File: config.mk
export PLATFORM = sky130hd
export DESIGN_NAME = circle_segment_pushout
export DESIGN_NICKNAME = d
export VERILOG_FILES = /design/src/hdl/csp_pkg.sv /design/src/hdl/csp_iter_unit.sv /design/src/hdl/circle_segment_pushout.sv
export SDC_FILE = /design/constraint.sdc
export NUM_CORES = 2
export LEC_CHECK = 0
export ABC_CLOCK_PERIOD_IN_PS = 18700
export BUFFER_PORTS_ARGS = -buffer_cell sky130_fd_sc_hd__buf_2
export CAP_MARGIN = 40
export CORE_MARGIN = 2
export CORE_UTILIZATION = 45
export DETAILED_ROUTE_END_ITERATION = 12
export SLEW_MARGIN = 20
export SYNTH_ARGS = -nofsm -noshare
export SYNTH_HDL_FRONTEND = slang
export SYNTH_HIERARCHICAL = 1
export SYNTH_SLANG_ARGS = --single-unit
File: constraint.sdc
create_clock -name clk -period 18.7 [get_ports clk]
set_input_delay 3.74 -clock clk [delete_from_list [all_inputs] [get_ports clk]]
set_output_delay 3.74 -clock clk [all_outputs]
set_load 0.005 [all_outputs]
File: src/hdl/csp_pkg.sv
// Package for the circle segment push-out block: shared types, codes and constants.
// Used by csp_iter_unit and circle_segment_pushout; depends on nothing else.
package csp_pkg;

  // Default size of the wall table
  localparam int MAX_WALLS_DEF = 8;

  // Iterative unit word width and step counter width
  localparam int WORD_W = 64;
  localparam int STEP_W = 6;

  // Step counts of the iterative unit
  localparam logic [STEP_W-1:0] MUL_STEPS  = 6'd32;
  localparam logic [STEP_W-1:0] DIVT_STEPS = 6'd32;
  localparam logic [STEP_W-1:0] SQRT_STEPS = 6'd24;
  localparam logic [STEP_W-1:0] PUSH_STEPS = 6'd42;

  // First trial bit of the square root and the rounding half of 2^32
  localparam logic [WORD_W-1:0] SQRT_BIT0 = 64'h0000_4000_0000_0000;
  localparam logic [WORD_W-1:0] HALF32    = 64'h0000_0000_8000_0000;

  // Input commands
  localparam logic CMD_LOAD    = 1'b0;
  localparam logic CMD_COLLIDE = 1'b1;

  typedef enum logic [1:0] {
    OP_MUL,
    OP_DIV,
    OP_SQRT
  } csp_op_t;

  typedef struct packed {
    logic              go;
    csp_op_t           op;
    logic [WORD_W-1:0] a;
    logic [WORD_W-1:0] b;
    logic [WORD_W-1:0] c;
    logic [STEP_W-1:0] steps;
  } csp_req_t;

  typedef struct packed {
    logic              done;
    logic [WORD_W-1:0] value;
  } csp_rsp_t;

  typedef enum logic [4:0] {
    S_IDLE, S_RR, S_CHECK, S_SETUP, S_P1, S_P2, S_VIS, S_D1, S_D2, S_M1, S_M2,
    S_PROJ, S_DIVT, S_CX, S_CY, S_V, S_VX, S_VY, S_HIT, S_SQRT, S_OXM, S_OXD,
    S_OYM, S_OYD
  } csp_state_t;

endpackage

File: src/hdl/csp_iter_unit.sv
// Shared iterative arithmetic unit: shift-add multiply, restoring divide, bitwise square root.
// One step per cycle. Depends on csp_pkg.
module csp_iter_unit import csp_pkg::*; (
  input  logic     clk,
  input  logic     rst_n,
  input  csp_req_t req,
  output csp_rsp_t rsp
);

  logic              run_r;
  logic              done_r;
  logic [STEP_W-1:0] cnt_r;
  csp_op_t           op_r;
  logic [WORD_W-1:0] rem_r;
  logic [WORD_W-1:0] lo_r;
  logic [WORD_W-1:0] q_r;
  logic [WORD_W-1:0] div_r;

  logic [WORD_W-1:0] rem2;
  logic              dge;
  logic [WORD_W-1:0] sq_sum;
  logic              sge;
  logic [WORD_W-1:0] madd;

  // one step of each operation
  always_comb begin
    rem2   = {rem_r[WORD_W-2:0], lo_r[WORD_W-1]};
    dge    = rem2 >= div_r;
    sq_sum = q_r + lo_r;
    sge    = rem_r >= sq_sum;
    madd   = rem_r + lo_r;
  end

  // sequence control
  always_ff @(posedge clk) begin
    if (!rst_n) begin
      run_r  <= 1'b0;
      done_r <= 1'b0;
      cnt_r  <= '0;
    end else begin
      done_r <= 1'b0;
      if (req.go) begin
        run_r <= 1'b1;
        cnt_r <= req.steps;
      end else if (run_r) begin
        cnt_r <= cnt_r - 1'b1;
        if (cnt_r == STEP_W'(1)) begin
          run_r  <= 1'b0;
          done_r <= 1'b1;
        end
      end
    end
  end

  // datapath: load operands, then advance one step a cycle
  always_ff @(posedge clk) begin
    if (req.go) begin
      op_r  <= req.op;
      rem_r <= req.a;
      lo_r  <= req.c;
      q_r   <= (req.op == OP_MUL) ? req.b : '0;
      div_r <= req.b;
    end else if (run_r) begin
      case (op_r)
        OP_MUL: begin
          if (q_r[0]) rem_r <= madd;
          lo_r <= lo_r << 1;
          q_r  <= q_r >> 1;
        end
        OP_DIV: begin
          rem_r <= dge ? (rem2 - div_r) : rem2;
          q_r   <= {q_r[WORD_W-2:0], dge};
          lo_r  <= lo_r << 1;
        end
        OP_SQRT: begin
          if (sge) begin
            rem_r <= rem_r - sq_sum;
            q_r   <= (q_r >> 1) + lo_r;
          end else begin
            q_r <= q_r >> 1;
          end
          lo_r <= lo_r >> 2;
        end
        default: begin
          lo_r <= lo_r;
        end
      endcase
    end
  end

  assign rsp.done  = done_r;
  assign rsp.value = (op_r == OP_MUL) ? rem_r : q_r;

endmodule

File: src/hdl/circle_segment_pushout.sv
// Top level of the circle segment push-out block: wall table, sequencer and result port.
// Depends on csp_pkg and csp_iter_unit.
//
// A load word (in_command 0) writes one wall into the table in the cycle it is taken and
// leaves busy low. A collide word raises busy until its result has been shown. All of the
// arithmetic goes into the one shared multiply/divide/square-root unit, which retires one
// bit per cycle: 32 steps per multiply and projection divide, 24 for the square root, 42
// for each push divide. The result word appears on the out_ ports for exactly one cycle
// with out_valid; the receiver cannot stall it, so it must take every word as it comes.
// Write cfg_data only while idle.
module circle_segment_pushout import csp_pkg::*; #(
  parameter int MAX_WALLS = MAX_WALLS_DEF
) (
  input  logic               clk,
  input  logic               rst_n,
  input  logic               start,
  output logic               busy,
  input  logic               in_command,
  input  logic [2:0]         in_wall_slot,
  input  logic signed [23:0] in_from_x,
  input  logic signed [23:0] in_from_y,
  input  logic signed [23:0] in_to_x,
  input  logic signed [23:0] in_to_y,
  input  logic signed [23:0] in_body_x,
  input  logic signed [23:0] in_body_y,
  input  logic [15:0]        in_body_radius,
  output logic               out_valid,
  output logic signed [23:0] out_new_x,
  output logic signed [23:0] out_new_y,
  output logic               out_hit_ground,
  input  logic               cfg_valid,
  output logic               cfg_ready,
  input  logic [3:0]         cfg_data
);

  localparam int WIDX = (MAX_WALLS > 1) ? $clog2(MAX_WALLS) : 1;
  localparam int NW   = $clog2(MAX_WALLS + 1);

  function automatic logic [63:0] abs64(input logic signed [63:0] v);
    abs64 = v[63] ? 64'(-v) : 64'(v);
  endfunction

  function automatic logic signed [23:0] sat24(input logic signed [63:0] v);
    if (v > 64'sd8388607)       sat24 = 24'sh7FFFFF;
    else if (v < -64'sd8388608) sat24 = 24'sh800000;
    else                        sat24 = v[23:0];
  endfunction

  csp_state_t state_r, state_nxt;
  csp_req_t   req;
  csp_rsp_t   rsp;
  logic       pend_r;

  logic [3:0]          active_r;
  logic [NW-1:0]       wc_r, n_r;
  logic [95:0]         mem [MAX_WALLS];
  logic [95:0]         rd_r;
  logic signed [23:0]  px_r, py_r, cx_r, cy_r;
  logic [15:0]         r_r;
  logic [31:0]         rr_r;
  logic                ground_r;
  logic signed [24:0]  dx_r, dy_r, apx_r, apy_r, vx_r, vy_r;
  logic signed [25:0]  rx_r, ry_r;
  logic signed [63:0]  pa_r, pb_r;
  logic [63:0]         tmp_r;
  logic [23:0]         cd_r;
  logic                out_valid_r, out_ground_r;
  logic signed [23:0]  out_x_r, out_y_r;

  logic signed [23:0]  sx, sy, ex, ey;
  logic                accept, wr_en, psgn, rsgn, osgn;
  logic [63:0]         mdx, mdy, mrx, mry, mapx, mapy, mvx, mvy, rnd_q;
  logic signed [63:0]  prod_s, rnd_s, cpt, off_s, psum;
  logic [NW-1:0]       n_calc;

  assign {sx, sy, ex, ey} = rd_r;
  assign accept    = start && (state_r == S_IDLE);
  assign wr_en     = accept && (in_command == CMD_LOAD) && (int'(in_wall_slot) < MAX_WALLS);
  assign busy      = (state_r != S_IDLE);
  assign cfg_ready = (state_r == S_IDLE);
  assign n_calc    = (int'(active_r) > MAX_WALLS) ? NW'(MAX_WALLS) : NW'(active_r);

  csp_iter_unit u_unit (
    .clk   (clk),
    .rst_n (rst_n),
    .req   (req),
    .rsp   (rsp)
  );

  // magnitudes and signed results of the unit
  always_comb begin
    mdx   = abs64(64'(dx_r));
    mdy   = abs64(64'(dy_r));
    mrx   = abs64(64'(rx_r));
    mry   = abs64(64'(ry_r));
    mapx  = abs64(64'(apx_r));
    mapy  = abs64(64'(apy_r));
    mvx   = abs64(64'(vx_r));
    mvy   = abs64(64'(vy_r));
    case (state_r)
      S_P1:    psgn = dx_r[24] ^ ry_r[25];
      S_P2:    psgn = dy_r[24] ^ rx_r[25];
      S_D1:    psgn = apx_r[24] ^ dx_r[24];
      S_D2:    psgn = apy_r[24] ^ dy_r[24];
      default: psgn = 1'b0;
    endcase
    prod_s = psgn ? -$signed(rsp.value) : $signed(rsp.value);
    rsgn   = (state_r == S_CX) ? dx_r[24] : dy_r[24];
    rnd_q  = (rsp.value + HALF32) >> 32;
    rnd_s  = rsgn ? -$signed(rnd_q) : $signed(rnd_q);
    cpt    = ((state_r == S_CX) ? 64'(sx) : 64'(sy)) + rnd_s;
    osgn   = (state_r == S_OXD) ? vx_r[24] : vy_r[24];
    off_s  = osgn ? -$signed(rsp.value) : $signed(rsp.value);
    psum   = ((state_r == S_OXD) ? 64'(cx_r) : 64'(cy_r)) - off_s;
  end

  // next state
  always_comb begin
    state_nxt = state_r;
    case (state_r)
      S_IDLE:  if (start && in_command == CMD_COLLIDE) state_nxt = S_RR;
      S_RR:    if (rsp.done) state_nxt = S_CHECK;
      S_CHECK: state_nxt = (wc_r == n_r) ? S_IDLE : S_SETUP;
      S_SETUP: state_nxt = S_P1;
      S_P1:    if (rsp.done) state_nxt = S_P2;
      S_P2:    if (rsp.done) state_nxt = S_VIS;
      S_VIS:   state_nxt = (pa_r > pb_r) ? S_D1 : S_CHECK;
      S_D1:    if (rsp.done) state_nxt = S_D2;
      S_D2:    if (rsp.done) state_nxt = S_M1;
      S_M1:    if (rsp.done) state_nxt = S_M2;
      S_M2:    if (rsp.done) state_nxt = S_PROJ;
      S_PROJ:  state_nxt = (pa_r <= 0 || pa_r >= pb_r) ? S_V : S_DIVT;
      S_DIVT:  if (rsp.done) state_nxt = S_CX;
      S_CX:    if (rsp.done) state_nxt = S_CY;
      S_CY:    if (rsp.done) state_nxt = S_V;
      S_V:     state_nxt = S_VX;
      S_VX:    if (rsp.done) state_nxt = S_VY;
      S_VY:    if (rsp.done) state_nxt = S_HIT;
      S_HIT: begin
        if (pa_r > $signed(64'(rr_r)) || pa_r == 0) state_nxt = S_CHECK;
        else                                          state_nxt = S_SQRT;
      end
      S_SQRT:  if (rsp.done) state_nxt = S_OXM;
      S_OXM:   if (rsp.done) state_nxt = S_OXD;
      S_OXD:   if (rsp.done) state_nxt = S_OYM;
      S_OYM:   if (rsp.done) state_nxt = S_OYD;
      S_OYD:   if (rsp.done) state_nxt = S_CHECK;
      default: state_nxt = S_IDLE;
    endcase
  end

  // unit requests per state
  always_comb begin
    req       = '0;
    req.op    = OP_MUL;
    req.steps = MUL_STEPS;
    case (state_r)
      S_RR:   begin req.go = !pend_r; req.c = 64'(r_r); req.b = 64'(r_r); end
      S_P1:   begin req.go = !pend_r; req.c = mdx;  req.b = mry; end
      S_P2:   begin req.go = !pend_r; req.c = mdy;  req.b = mrx; end
      S_D1:   begin req.go = !pend_r; req.c = mapx; req.b = mdx; end
      S_D2:   begin req.go = !pend_r; req.c = mapy; req.b = mdy; end
      S_M1:   begin req.go = !pend_r; req.c = mdx;  req.b = mdx; end
      S_M2:   begin req.go = !pend_r; req.c = mdy;  req.b = mdy; end
      S_CX:   begin req.go = !pend_r; req.c = mdx;  req.b = tmp_r; end
      S_CY:   begin req.go = !pend_r; req.c = mdy;  req.b = tmp_r; end
      S_VX:   begin req.go = !pend_r; req.c = mvx;  req.b = mvx; end
      S_VY:   begin req.go = !pend_r; req.c = mvy;  req.b = mvy; end
      S_OXM:  begin req.go = !pend_r; req.c = mvx << 8; req.b = 64'(r_r); end
      S_OYM:  begin req.go = !pend_r; req.c = mvy << 8; req.b = 64'(r_r); end
      S_DIVT: begin
        req.go = !pend_r; req.op = OP_DIV; req.steps = DIVT_STEPS;
        req.a  = 64'(pa_r); req.b = 64'(pb_r);
      end
      S_SQRT: begin
        req.go = !pend_r; req.op = OP_SQRT; req.steps = SQRT_STEPS;
        req.a  = 64'(pa_r) << 16; req.c = SQRT_BIT0;
      end
      S_OXD, S_OYD: begin
        req.go = !pend_r; req.op = OP_DIV; req.steps = PUSH_STEPS;
        req.b  = 64'(cd_r);
        req.c  = (tmp_r + 64'(cd_r >> 1)) << 22;
      end
      default: req.go = 1'b0;
    endcase
  end

  // control registers
  always_ff @(posedge clk) begin
    if (!rst_n) begin
      state_r     <= S_IDLE;
      pend_r      <= 1'b0;
      active_r    <= '0;
      wc_r        <= '0;
      n_r         <= '0;
      out_valid_r <= 1'b0;
    end else begin
      state_r     <= state_nxt;
      out_valid_r <= (state_r == S_CHECK) && (wc_r == n_r);
      if (req.go)        pend_r <= 1'b1;
      else if (rsp.done) pend_r <= 1'b0;
      if (cfg_valid && cfg_ready) active_r <= cfg_data;
      if (accept) begin
        wc_r <= '0;
        n_r  <= n_calc;
      end else if (state_nxt == S_CHECK && state_r != S_RR && state_r != S_IDLE) begin
        wc_r <= wc_r + 1'b1;
      end
    end
  end

  // wall table: write on load, registered read of the current wall
  always_ff @(posedge clk) begin
    if (wr_en) mem[WIDX'(in_wall_slot)] <= {in_from_x, in_from_y, in_to_x, in_to_y};
    rd_r <= mem[wc_r[WIDX-1:0]];
  end

  // datapath registers: capture setup values and unit results
  always_ff @(posedge clk) begin
    if (accept) begin
      px_r     <= in_body_x;
      py_r     <= in_body_y;
      r_r      <= in_body_radius;
      ground_r <= 1'b0;
    end
    case (state_r)
      S_RR: if (rsp.done) rr_r <= rsp.value[31:0];
      S_SETUP: begin
        dx_r  <= 25'(ex) - 25'(sx);
        dy_r  <= 25'(ey) - 25'(sy);
        rx_r  <= (26'(px_r) <<< 1) - 26'(sx) - 26'(ex);
        ry_r  <= (26'(py_r) <<< 1) - 26'(sy) - 26'(ey);
        apx_r <= 25'(px_r) - 25'(sx);
        apy_r <= 25'(py_r) - 25'(sy);
      end
      S_P1, S_D1: if (rsp.done) pa_r <= prod_s;
      S_P2:       if (rsp.done) pb_r <= prod_s;
      S_D2, S_VY: if (rsp.done) pa_r <= pa_r + prod_s;
      S_VX:       if (rsp.done) pa_r <= prod_s;
      S_M1:       if (rsp.done) pb_r <= prod_s;
      S_M2:       if (rsp.done) pb_r <= pb_r + prod_s;
      S_PROJ: begin
        if (pa_r <= 0) begin
          cx_r <= sx;
          cy_r <= sy;
        end else if (pa_r >= pb_r) begin
          cx_r <= ex;
          cy_r <= ey;
        end
      end
      S_DIVT: if (rsp.done) tmp_r <= rsp.value;
      S_CX:   if (rsp.done) cx_r <= cpt[23:0];
      S_CY:   if (rsp.done) cy_r <= cpt[23:0];
      S_V: begin
        vx_r <= 25'(cx_r) - 25'(px_r);
        vy_r <= 25'(cy_r) - 25'(py_r);
      end
      S_HIT: begin
        // a touch with the centre on the wall still counts for ground
        if (pa_r == 0 && dx_r[24]) ground_r <= 1'b1;
      end
      S_SQRT: if (rsp.done) cd_r <= rsp.value[23:0];
      S_OXM, S_OYM: if (rsp.done) tmp_r <= rsp.value;
      S_OXD: if (rsp.done) px_r <= sat24(psum);
      S_OYD: begin
        if (rsp.done) begin
          py_r <= sat24(psum);
          if (dx_r[24]) ground_r <= 1'b1;
        end
      end
      default: tmp_r <= tmp_r;
    endcase
  end

  // result word, shown for one cycle
  always_ff @(posedge clk) begin
    if (state_r == S_CHECK && wc_r == n_r) begin
      out_x_r      <= px_r;
      out_y_r      <= py_r;
      out_ground_r <= ground_r;
    end
  end

  assign out_valid      = out_valid_r;
  assign out_new_x      = out_x_r;
  assign out_new_y      = out_y_r;
  assign out_hit_ground = out_ground_r;

endmodule

## Word-level counts from Yosys, hierarchy flattened

Memories as Yosys holds them, arrays and structs flattened. A register that Yosys moved wholly into a read port is not among the register bits.
Cells that the tools add are included.

| cells by class | value |
|---|---|
| add/subtract/negate cells | 33 |
| magnitude comparators | 9 |
| equal/unequal tests | 38 |
| muxes and demuxes | 95 |
| bitwise gates (word level) | 7 |
| reductions and logical operators | 51 |

Operator list:

| operator | number |
|---|---|
| $mux 64 | 26 |
| $pmux 64 s11 | 1 |
| $pmux 64 s10 | 1 |
| $pmux 64 s2 | 4 |
| $neg 25->64 | 6 |
| $pmux 64 s3 | 2 |
| $mux 24 | 15 |
| $add 64x64->64 | 4 |
| $ge 64x64->1 | 3 |
| $sub 64x64->64 | 3 |
| $sub 24x24->25 | 6 |
| $neg 26->64 | 2 |
| $pmux 5 s23 | 1 |
| $pmux 24 s2 | 2 |
| $mux 5 | 18 |
| $add 63x64->64 | 1 |
| $gt 64x24->1 const B | 1 |
| $gt 64x33->1 | 1 |
| $gt 64x64->1 | 1 |
| $le 64x1->1 const B | 1 |
| $logic_not 64->1 | 1 |
| $lt 64x24->1 const B | 1 |
| $neg 64->64 | 1 |
| $add 56x32->56 const B | 1 |
| 47 further kinds | 130 |

| word-level totals | value |
|---|---|
| register bits | 897 |
| RAM bits | 768 |
| input port bits | 172 |
| memories kept | 1 |

Memories:

| memory | words | bits a word | rd ports | clocked after Yosys merged registers in | wr ports | line | source |
|---|---|---|---|---|---|---|---|
| mem | 8 | 96 | 1 | 1 | 1 | circle_segment_pushout.sv:56 | `logic [95:0] mem [MAX_WALLS];` |

## Logic depth before layout (Yosys ltp)

| depth | value |
|---|---|
| depth after elaboration | 10 |
| gate-level depth with buffers | 35 |

## Hierarchy

Netlist, hierarchy kept.

By module, submodules not included:

| module | instances | cells an instance | area each (um^2) | seq. area each (um^2) |
|---|---|---|---|---|
| circle_segment_pushout | 1 | 8207 | 90832.1 | 43251.5 |
| csp_iter_unit | 1 | 4073 | 32867.8 | 7907.6 |

## Worst setup path before layout

No wires, ideal clock.

| path | value |
|---|---|
| path kind | input port to flip-flop |
| start | input port start |
| end | memory mem[1][0] (enable) |
| library setup time | 670 ps |
| arrival | 10901 ps |
| required time | 18030 ps |
| setup slack | 7129 ps |
| cell stages on the path | 6 |
| buffers on the path | 2 |
| path through | nand2_1 -> clkbuf_1 -> clkbuf_1 -> nor2_1 -> nand2_1 -> nor3_1 |

| on the way | value |
|---|---|
| word-level cells in the longest chain between the ends | 4 |

Ends and longest elaborated chain:

| what | line | source |
|---|---|---|
| from (decl) | circle_segment_pushout.sv:16 | `input logic start,` |
| $logic_and 1x1->1 | circle_segment_pushout.sv:77 | `assign accept = start && (state_r == S_IDLE);` |
| $logic_and 1x1->1 | circle_segment_pushout.sv:78 | `assign wr_en = accept && (in_command == CMD_LOAD) && (int'(in_wall_slot) < MAX_WALLS);` |
| $mux 1 | circle_segment_pushout.sv:214 | `if (wr_en) mem[WIDX'(in_wall_slot)] <= {in_from_x, in_from_y, in_to_x, in_to_y};` |
| $mux 1 (not written as such) | circle_segment_pushout.sv:214 |  |
| to (decl) | circle_segment_pushout.sv:56 |  |

No other way between the ends.

==> metrics.txt <==
# TYPE chip_impl_metric gauge
chip_impl_metric{name="finish.net_count",unit=""} 13600
chip_impl_metric{name="clock_skew",unit="ps"} 91.4
chip_impl_metric{name="post-synth-top-area-fraction",unit=""} 0.386
chip_impl_metric{name="deepest_clock_path_buffer_count",unit=""} 4
chip_impl_metric{name="syn2layout_area_growth",unit="%"} 10.4
chip_impl_metric{name="power_leakage",unit="nW"} 52.0
chip_impl_metric{name="antenna_violating_nets_post_route",unit=""} 0
chip_impl_metric{name="synth_enable_flop_cells",unit=""} 1589
chip_impl_metric{name="cts_hold_repair.buffers",unit=""} 0
chip_impl_metric{name="ioPinCount",unit=""} 224
chip_impl_info{name="cp_slowest_cell",value="sky130_fd_sc_hd__a22o_2"} 1
chip_impl_metric{name="regToRegSetupSlack",unit="ps"} 9260
chip_impl_metric{name="synth_async_sr_flop_share",unit=""} 0
chip_impl_metric{name="post-route-period-util",unit=""} 0.505
chip_impl_metric{name="worst_relative_slew_slack",unit=""} 0.181
chip_impl_metric{name="max-vdd-ir-drop",unit="µV"} 89.4
chip_impl_metric{name="setup_viol",unit=""} 0
chip_impl_info{name="tritoncts",value="yes"} 1
chip_impl_info{name="synth_ff_type",value="sky130_fd_sc_hd__edfxtp_1"} 1
chip_impl_metric{name="via_count_of_the_first_global_routing_pass",unit=""} 100000
chip_impl_metric{name="post_synth.cell_area_avg",unit="µm²"} 10.1
chip_impl_metric{name="power-per-cell-area",unit="nW/µm²"} 126
chip_impl_info{name="worst_setup_path_end_kind",value="flip-flop"} 1
chip_impl_metric{name="worstPathBufferInverterCount",unit=""} 2
chip_impl_metric{name="max-cap-violations",unit=""} 0
chip_impl_info{name="timing.critical_path.max_delay_family",value="simple AND/OR/NAND/NOR gates"} 1
chip_impl_metric{name="dpl.hpwl",unit="µm"} 404000
chip_impl_metric{name="ys_warn_count",unit=""} 6
chip_impl_metric{name="antenna_found_initial",unit=""} 35
chip_impl_metric{name="floorplan.die.height",unit="µm"} 528
chip_impl_info{name="post_synth_most_frequent_cells",value="sky130_fd_sc_hd__edfxtp_1, sky130_fd_sc_hd__a21oi_1, sky130_fd_sc_hd__nand2_1"} 1
chip_impl_info{name="regToRegEndpoint",value="px_r[0]"} 1
chip_impl_metric{name="multi_input_comb_area",unit="µm²"} 68300
chip_impl_metric{name="die_w",unit="µm"} 528
chip_impl_metric{name="max_freq",unit="MHz"} 106
chip_impl_metric{name="timing_max_transition_violations_final",unit=""} 0
chip_impl_metric{name="cts.htree.levels",unit=""} 4
chip_impl_metric{name="globalRouteOverflowTotal",unit=""} 0
chip_impl_metric{name="grt_pass1_wl",unit="µm"} 719000
chip_impl_metric{name="wl_per_cell",unit="µm"} 31.5
chip_impl_metric{name="clock_sinks",unit=""} 1761
chip_impl_metric{name="synth-seq-area-share",unit=""} 0.414
chip_impl_info{name="hold_path.class",value="flip-flop to flip-flop"} 1
chip_impl_metric{name="grt_usage",unit=""} 0.355
chip_impl_metric{name="cts_repair_resize_count",unit=""} 0
chip_impl_metric{name="core_area",unit="µm²"} 274000
chip_impl_metric{name="drc_errors",unit=""} 0
chip_impl_metric{name="port_buffers",unit=""} 223
chip_impl_info{name="startpoint_class",value="flip-flop"} 1
chip_impl_metric{name="crit_fanout",unit=""} 50
chip_impl_metric{name="detailroute.via_count",unit=""} 105000
chip_impl_metric{name="synthCells",unit=""} 12300
chip_impl_info{name="clock-root-buffer",value="sky130_fd_sc_hd__clkbuf_16"} 1
chip_impl_metric{name="worst_path_largest_cell_delay",unit="ps"} 680
chip_impl_metric{name="cts_setup_buffers",unit=""} 0
chip_impl_metric{name="hold_viol_final",unit=""} 0
chip_impl_metric{name="layout.core_utilization",unit=""} 0.499
chip_impl_metric{name="ys_types",unit=""} 112
chip_impl_metric{name="clk_transition_reported_paths",unit="ps"} 60
chip_impl_metric{name="initial_utilization",unit=""} 0.452
chip_impl_metric{name="rows",unit=""} 192
chip_impl_info{name="critPathLaunch",value="u_unit/op_r[0]"} 1
chip_impl_metric{name="first_pass_iters",unit=""} 9
chip_impl_info{name="synth.most_common_cell",value="sky130_fd_sc_hd__edfxtp_1"} 1
chip_impl_metric{name="detail_route.vias_per_cell",unit=""} 6.49
chip_impl_info{name="critical_path.reg2reg.startpoint",value="u_unit/op_r[0]"} 1
chip_impl_metric{name="drt-initial-drc-count",unit=""} 13600
chip_impl_metric{name="tightest_slew",unit="ps"} 1230
chip_impl_info{name="synth_top_cells_by_area",value="sky130_fd_sc_hd__edfxtp_1, sky130_fd_sc_hd__ha_1, sky130_fd_sc_hd__a21oi_1"} 1
chip_impl_metric{name="postRouteWirelength",unit="µm"} 510000
chip_impl_info{name="synth.largest_area_cell",value="sky130_fd_sc_hd__edfxtp_1"} 1
chip_impl_metric{name="grt_start_max_net_pins",unit=""} 141
chip_impl_metric{name="fin_crit",unit="ps"} 9440
chip_impl_metric{name="weighted_congestion_reported_at_the_end_of_routability_driven_placement",unit=""} 1.06
chip_impl_metric{name="cts_inserted_buffers",unit=""} 201
chip_impl_metric{name="share_of_post_route_cells_with_drive_strength_above_1",unit=""} 0.105
chip_impl_info{name="critPathKind",value="flip-flop to flip-flop"} 1
chip_impl_metric{name="dieArea",unit="µm²"} 279000
chip_impl_metric{name="n_fill_cell",unit=""} 24600
chip_impl_metric{name="critical_path_cell_count",unit=""} 26
chip_impl_metric{name="syn_area",unit="µm²"} 124000
chip_impl_metric{name="timing.reg2reg.worst_path_depth",unit=""} 26
chip_impl_metric{name="worstPathRequired",unit="ps"} 19500
chip_impl_metric{name="layout.area.seq",unit="µm²"} 51200
chip_impl_metric{name="clk-insertion-delay-late",unit="ps"} 910
chip_impl_metric{name="arrival",unit="ps"} 10240
chip_impl_metric{name="final.setup.tns",unit="ps"} 0
chip_impl_info{name="run_status",value="finished, final reports clean"} 1
chip_impl_metric{name="synth_seq_cells",unit=""} 1761
chip_impl_info{name="rsz0062_at_grt",value="no"} 1
chip_impl_info{name="endpoint",value="px_r[0]"} 1
[worst min path at each step]
stage / from / to / slack [ps] / cells after the start
floorplan: ground_r / out_hit_ground / 410 / 0
global placement: active_r[0] / active_r[0] / 460 / 2
detailed placement: active_r[0] / active_r[0] / 460 / 2
CTS: active_r[0] / active_r[0] / 470 / 2
global route: active_r[0] / active_r[0] / 500 / 2
finish: active_r[0] / active_r[0] / 470 / 2
[metrics by stage]
step / cells / power, mW / hold WS [ps] / instance area (µm²) / setup WS [ps]
2_1_floorplan: 12300 / 10.4 / 409 / 124000 / 7130
3_3_place_gp: 15700 / 12.8 / 462 / 129000 / 8780
3_5_place_dp: 15800 / 12.8 / 461 / 130000 / 9350
4_1_cts: 16100 / 17.0 / 469 / 136000 / 9300
5_1_grt: 16200 / 17.9 / 499 / 137000 / 8780
6_report: 16200 / 17.1 / 470 / 137000 / 9260
[layout by cell type (no fill, tap or decap), drive strengths merged, types with 192 or more instances in the layout]
cell type,netlist,final
nor2,902,902
a21oi,1037,1037
xor2,433,433
nand2,976,976
mux2,210,210
xnor2,553,553
ha,910,910
clkbuf,461,256
a21o,357,357
mux4,192,192
o21ai,801,801
buf,89,470
inv,651,659
nand3,207,207
nor3,197,197
edfxtp,1589,1589
[layer usage]
layer  routed length [µm]  up-vias  GRT usage  share of wire
li1                     -    46400          -              -
met1               202000    52000      0.463           0.40
met2               226000     5471      0.556           0.44
met3                46700     1094     0.0621          0.092
met4                35600       20      0.203          0.070
met5                  117        -          0        0.00023
[power breakdown]
| part | switching (mW) | internal (mW) |
|---|---|---|
| Sequential | 0.371 | 4.66 |
| Clock | 1.73 | 2.38 |
| Combinational | 5.09 | 2.92 |
[state kept, by name, summed over array words and instances (netlist names), 25 cells and up]
signal / count
apx_r: 25
apy_r: 25
dx_r: 25
dy_r: 25
mem: 768
pa_r: 64
pb_r: 64
rd_r: 96
rr_r: 32
rx_r: 26
ry_r: 26
tmp_r: 64
u_unit/div_r: 64
u_unit/lo_r: 64
u_unit/q_r: 64
u_unit/rem_r: 64
vx_r: 25
vy_r: 25
[layout make-up]
cell class / instances / share of cell area
repair buffers: 475 / 0.0250
clock inverters: 114 / 0.00979
well taps: 3589 / 0.0329
inverters: 652 / 0.0179
multi-input cells: 9318 / 0.500
clock buffers: 251 / 0.0396
diodes: 16 / 0.000293
flip-flops and latches: 1761 / 0.375
[worst register-to-register path, stage by stage (launching register included)]
cell	delay [ps]
sky130_fd_sc_hd__edfxtp_1	390
sky130_fd_sc_hd__inv_1	180
sky130_fd_sc_hd__ha_4	400
sky130_fd_sc_hd__buf_16	300
sky130_fd_sc_hd__mux2_2	500
sky130_fd_sc_hd__or4_1	600
sky130_fd_sc_hd__nor4_1	310
sky130_fd_sc_hd__nand4b_1	480
sky130_fd_sc_hd__nor3_1	460
sky130_fd_sc_hd__nor3b_1	470
sky130_fd_sc_hd__nor2_1	110
sky130_fd_sc_hd__xnor2_1	150
sky130_fd_sc_hd__ha_1	530
sky130_fd_sc_hd__and3_1	290
sky130_fd_sc_hd__nand2_1	100
sky130_fd_sc_hd__or3_1	390
sky130_fd_sc_hd__o221ai_1	440
sky130_fd_sc_hd__a21oi_1	160
sky130_fd_sc_hd__or2_2	350
sky130_fd_sc_hd__a311o_1	280
sky130_fd_sc_hd__a211oi_2	260
sky130_fd_sc_hd__nand3_1	110
sky130_fd_sc_hd__or4_1	460
sky130_fd_sc_hd__or4_4	560
sky130_fd_sc_hd__nor2_1	130
sky130_fd_sc_hd__a22o_2	680
sky130_fd_sc_hd__a2bb2oi_1	270
[logic make-up (layout without fill, tap and decap cells)]
family,count (synthesis),in the layout,share of synthesized area
compound gates,3604,3604,0.189
other cells,1,18,0.0000303
simple gates,3206,3206,0.123
buf+inv,1202,1492,0.0369
mux,546,546,0.0657
xor+xnor,986,986,0.0698
flops,1761,1761,0.414
fa+ha+maj,974,974,0.102
Power figures use the tool's default switching activity.
